`src/rtl/core/wcg_pkg.sv`:
```
// ----------------------------------------------------------------------------
// wcg_pkg: shared types and constants of the window coefficient generator
// Window codes, register indexes, fixed-point constants, pipeline payloads.
// ----------------------------------------------------------------------------
package wcg_pkg;

  // Window selection, one code per window shape
  typedef enum logic [2:0] {
    WinRect      = 3'd0,
    WinBartlett  = 3'd1,
    WinHann      = 3'd2,
    WinHamming   = 3'd3,
    WinBlackman  = 3'd4,
    WinBlackHarr = 3'd5,
    WinParzen    = 3'd6,
    WinWelch     = 3'd7
  } wcg_win_e;

  // Register indexes of the configuration port
  localparam int unsigned CfgAddrW        = 1;
  localparam logic [0:0]  CfgWindowType   = 1'b0;
  localparam logic [0:0]  CfgWindowLength = 1'b1;

  localparam logic [2:0]  WinTypeReset    = WinHann;
  localparam logic [16:0] WinLengthReset  = 17'd1024;
  localparam logic [16:0] MaxLength       = 17'd65536;

  localparam int unsigned NumLanes  = 3;
  localparam int unsigned NumSteps  = 32;
  localparam int unsigned NumHorner = 6;
  localparam int unsigned HornerDiv [NumHorner] = '{182, 132, 90, 56, 30, 12};

  // Q2.30 constants (TwoPiQ29 is Q3.29)
  localparam logic [30:0] Q30One    = 31'h4000_0000;
  localparam logic [30:0] Q30Half   = 31'h2000_0000;
  localparam logic [31:0] TwoPiQ29  = 32'd3373259426;
  localparam logic [29:0] WHalf     = 30'd536870912;
  localparam logic [29:0] W042      = 30'd450971566;
  localparam logic [29:0] W008      = 30'd85899346;
  localparam logic [29:0] WBh0      = 30'd385204879;
  localparam logic [29:0] WBh1      = 30'd524297395;
  localparam logic [29:0] WBh2      = 30'd151698245;
  localparam logic [29:0] WBh3      = 30'd12541305;
  localparam logic [29:0] W054      = 30'd579820585;
  localparam logic [29:0] W046      = 30'd493921239;

  // Side data that rides along with a word
  typedef struct packed {
    logic        err;
    logic [30:0] r30;
  } wcg_tag_t;

  // Divider row state: one partial remainder and quotient per lane
  typedef struct packed {
    logic                 err;
    logic [2:0][16:0]     rem;
    logic [2:0][32:0]     quo;
  } wcg_div_t;

endpackage

```
`src/rtl/core/wcg_div_cell.sv`:
```
// ----------------------------------------------------------------------------
// wcg_div_cell: one restoring division step for all three lanes
// Shift one dividend bit into each partial remainder, subtract when it fits.
// ----------------------------------------------------------------------------
module wcg_div_cell #(
  parameter int unsigned BIT_POS = 0
) (
  input  logic                     clk_i,
  input  logic                     rst_ni,
  input  logic                     en_i,
  input  logic [2:0][16:0]         divisor_i,
  input  logic [2:0][31:0]         low_i,
  input  logic                     valid_i,
  input  wcg_pkg::wcg_div_t        row_i,
  output logic                     valid_o,
  output wcg_pkg::wcg_div_t        row_o
);
  import wcg_pkg::*;

  wcg_div_t         row_d, row_q;
  logic             valid_q;
  logic [2:0][17:0] part;
  logic [2:0]       fits;

  always_comb begin
    row_d = row_i;
    for (int l = 0; l < NumLanes; l++) begin
      part[l] = {row_i.rem[l], low_i[l][BIT_POS]};
      fits[l] = part[l] >= {1'b0, divisor_i[l]};
      row_d.rem[l] = fits[l] ? 17'(part[l] - {1'b0, divisor_i[l]}) : part[l][16:0];
      row_d.quo[l] = {row_i.quo[l][31:0], fits[l]};
    end
  end

  always_ff @(posedge clk_i or negedge rst_ni) begin
    if (!rst_ni) begin
      valid_q <= 1'b0;
    end else if (en_i) begin
      valid_q <= valid_i;
    end
  end

  always_ff @(posedge clk_i) begin
    if (en_i) begin
      row_q <= row_d;
    end
  end

  assign valid_o = valid_q;
  assign row_o   = row_q;

endmodule

```
`config.mk`:
```
export PLATFORM = sky130hd
export DESIGN_NAME = wcg_div_cell
export DESIGN_NICKNAME = d
export VERILOG_FILES = /design/src/rtl/core/wcg_pkg.sv /design/src/rtl/core/wcg_div_cell.sv
export SDC_FILE = /design/constraint.sdc
export NUM_CORES = 1
export LEC_CHECK = 0
export BUFFER_PORTS_ARGS = -buffer_cell sky130_fd_sc_hd__buf_2
export CAP_MARGIN = 30
export CORE_AREA = 2 2 178 180
export DETAILED_ROUTE_END_ITERATION = 10
export DIE_AREA = 0 0 180 182
export GPL_TIMING_DRIVEN = 0
export PLACE_DENSITY = 0.6
export RECOVER_POWER = 100
export SYNTH_ARGS = -nofsm -noshare
export SYNTH_HDL_FRONTEND = slang
export SYNTH_SLANG_ARGS = --single-unit
```
`constraint.sdc`:
```
create_clock -name clk_i -period 1.67 [get_ports clk_i]
set_clock_uncertainty 0.05 [all_clocks]
set_input_delay 0.167 -clock clk_i [delete_from_list [all_inputs] [get_ports clk_i]]
set_output_delay 0.167 -clock clk_i [all_outputs]
set_load 0.005 [all_outputs]
```
==> out/metrics.cfg <==
[finish]
fillers = 2933
final_common_cell = buf_2
stdcell_count = 1619
fin_area_um2 = 13700
final_cell_mix = 233 x buf_2, 151 x edfxtp_1, 132 x dlygate4sd3_1, 109 x clkbuf_1, 48 x inv_1
drive_above_1_share_pct = 40.1
finish.utilization_pct = 44.1
area_growth_pct = 70.1
nets = 1560

[worst_hold_path]
worstHoldStart = row_i[140]
hold_class = in2reg
min_path_cells = 2
min_to = row_o[141]

[power_and_ir_drop]
p_per_area_nw_per_um2 = 859
vdd_ir_drop_max_mv = 0.586
finalPower_mw = 11.7
p_leak_nw = 5.66

[timing]
hold_viol_final = 0
holdWs_ns = 0.0372
setup_viol = 54
worst_slack_ns = -0.577
fmax_mhz = 445
maxSlewHeadroom_pct = 34.0
fin_crit_ns = 2.25
final_max_slew_viol_count = 0
period_share_pct = 135
worstMarginPinSlew_ns = 0.990
rsz0062_at_grt = true

[route]
drc = 0
drtIter0Drc = 451
route.vias.total = 7502
via_per_inst = 4.63
wl_mm = 27.5
wire_per_inst_um = 17.0
ant_nets = 0
dr.pass1.iters = 5

[clocking]
htreeDepth = 4
cts_buffers = 17
clkTransAtPathRegs_ns = 0.07
insertion_delay_ns = 0.44
cts_tree = yes
cts_sinks = 152
root_buffer = clkbuf_16
cts_max_path_buffers = 2

[yosys]
synth_cell_types = 62
yosys_warnings = 0
synth_flop_cell = edfxtp_1
synth_edf_count = 151
synth-seq-cells = 152
avgSynthCellArea_um2 = 12.7
syn_inst = 630
async_reset_ff_share_pct = 0.658
synth_seq_area_share_pct = 56.8
syn_area_um2 = 8030
synth.net_count = 986

[setup_path]
rr_startpoint = valid_o
worstPathArrival_ns = 2.38
rr_endpoint = valid_o
reg2reg_slack_ns = 0.88
endpoint_kind = flop
critPathMaxFanout = 5
crit_required_ns = 1.81
worst-setup-path-type = in2reg
reg2reg_depth = 1
startpoint_type = primary input

[floorplanning]
fp.dieH_um = 182
dieArea_um2 = 32800
fp.dieW_um = 180
core-area_um2 = 31000
rows = 65
start_util_pct = 25.9
ios = 454

[global_route]
track_usage_pct = 16.2
first_global_vias = 7815
grt_pass1_wl_mm = 41.5
grt_max_degree = 92
antenna_found_initial = 1
gr-total-overflow = 0

[place]
place_hpwl_mm = 18.9
gp_congestion = 0.849
dpl_cell_area_um2 = 10700
io_buffer_count = 357
dp.cells = 1390

[status]
violations = negative setup slack
status = finished with violations

[run]
drv_cap = 0

[registers in the layout, indices dropped and copies added, names as in the netlist]
register and count:
row_o 151, valid_o 1
[metrics by stage]
stage                     TNS (ns)  setup slack, ns
after floorplan             -34.52           -0.835
after global placement     -311.17            -1.78
after detailed placement    -61.12            -1.41
after CTS                   -21.36           -0.587
after global routing        -23.61           -0.671
final                       -20.21           -0.577
[cell type report]
class | instances | area (µm²) | area share (%)
diodes | 1 | 2.50 | 0.0183
plain buffers | 6 | 52.6 | 0.385
clock buffers | 18 | 429 | 3.14
clock inverters | 13 | 113 | 0.825
inverters | 67 | 314 | 2.30
multi-input cells | 401 | 3900 | 28.6
flip-flops and latches | 152 | 4560 | 33.4
well taps | 402 | 503 | 3.68
repair buffers | 558 | 3770 | 27.6
repair inverters | 1 | 11.3 | 0.0825
[logic make-up after synthesis]
logic type / share of synthesized area (%)
AO/OA/AOI/OAI: 14.3
flip-flops: 56.8
AND/OR/NAND/NOR: 7.03
buffers and inverters: 3.83
adder cells (fa/ha/maj): 8.70
multiplexers: 5.80
XOR/XNOR: 3.49
[what timing repair did]
item,4_1_cts,5_1_grt
endpoints found under the setup margin,54,54
gates cloned,2,0
hold buffers,131,1
pin swaps,49,39
gates resized for setup,107,44
buffers inserted,52,20
endpoints found under the hold margin,130,1
[power breakdown]
part           internal [mW]  switching (mW)  total, mW
Sequential              4.69           0.110       4.80
Combinational           1.70            1.52       3.21
Clock                   1.94            1.77       3.71
Total                   8.33            3.40       11.7
[routing by layer]
layer  track usage, %  wire length (µm)
met2             26.9             13500
met3             3.59              1530
met1             19.8             11600
met5                0                 0
met4             7.80               831
[critical path: stages]
cell	delay (ns)
buf_8	0.11
inv_12	0.04
ha_4	0.13
inv_2	0.03
fa_2	0.35
a211oi_2	0.25
o21bai_2	0.10
a211oi_2	0.19
o211ai_1	0.16
a211oi_2	0.26
inv_2	0.15
clkbuf_16	0.18
mux2_2	0.26
[synthesized netlist by cell type, types with 9 or more instances]
library cell	n	area, µm²
a211oi_1	13	97.6
a21o_1	23	173
a21oi_1	39	195
edfxtp_1	151	4530
ha_1	51	638
inv_1	65	244
mux2_2	28	315
nand2_1	18	67.6
nand3_1	10	50.1
nand4_1	18	113
nor2_1	16	60.1
nor3_1	9	45.0
o21ai_0	31	155
xnor2_1	19	166
xor2_1	13	114
[worst max-delay path by stage]
stage,endpoint,slack (ns),depth (start not counted),startpoint
after floorplan,row_o[101],-0.84,9,row_i[109]
after global placement,valid_o,-1.78,2,en_i
after detailed placement,row_o[105],-1.41,12,low_i[0]
after CTS,row_o[125],-0.59,13,low_i[32]
after global routing,row_o[125],-0.67,13,low_i[32]
final,row_o[127],-0.58,13,low_i[32]
Note: power is estimated with default switching activity, not from simulation.
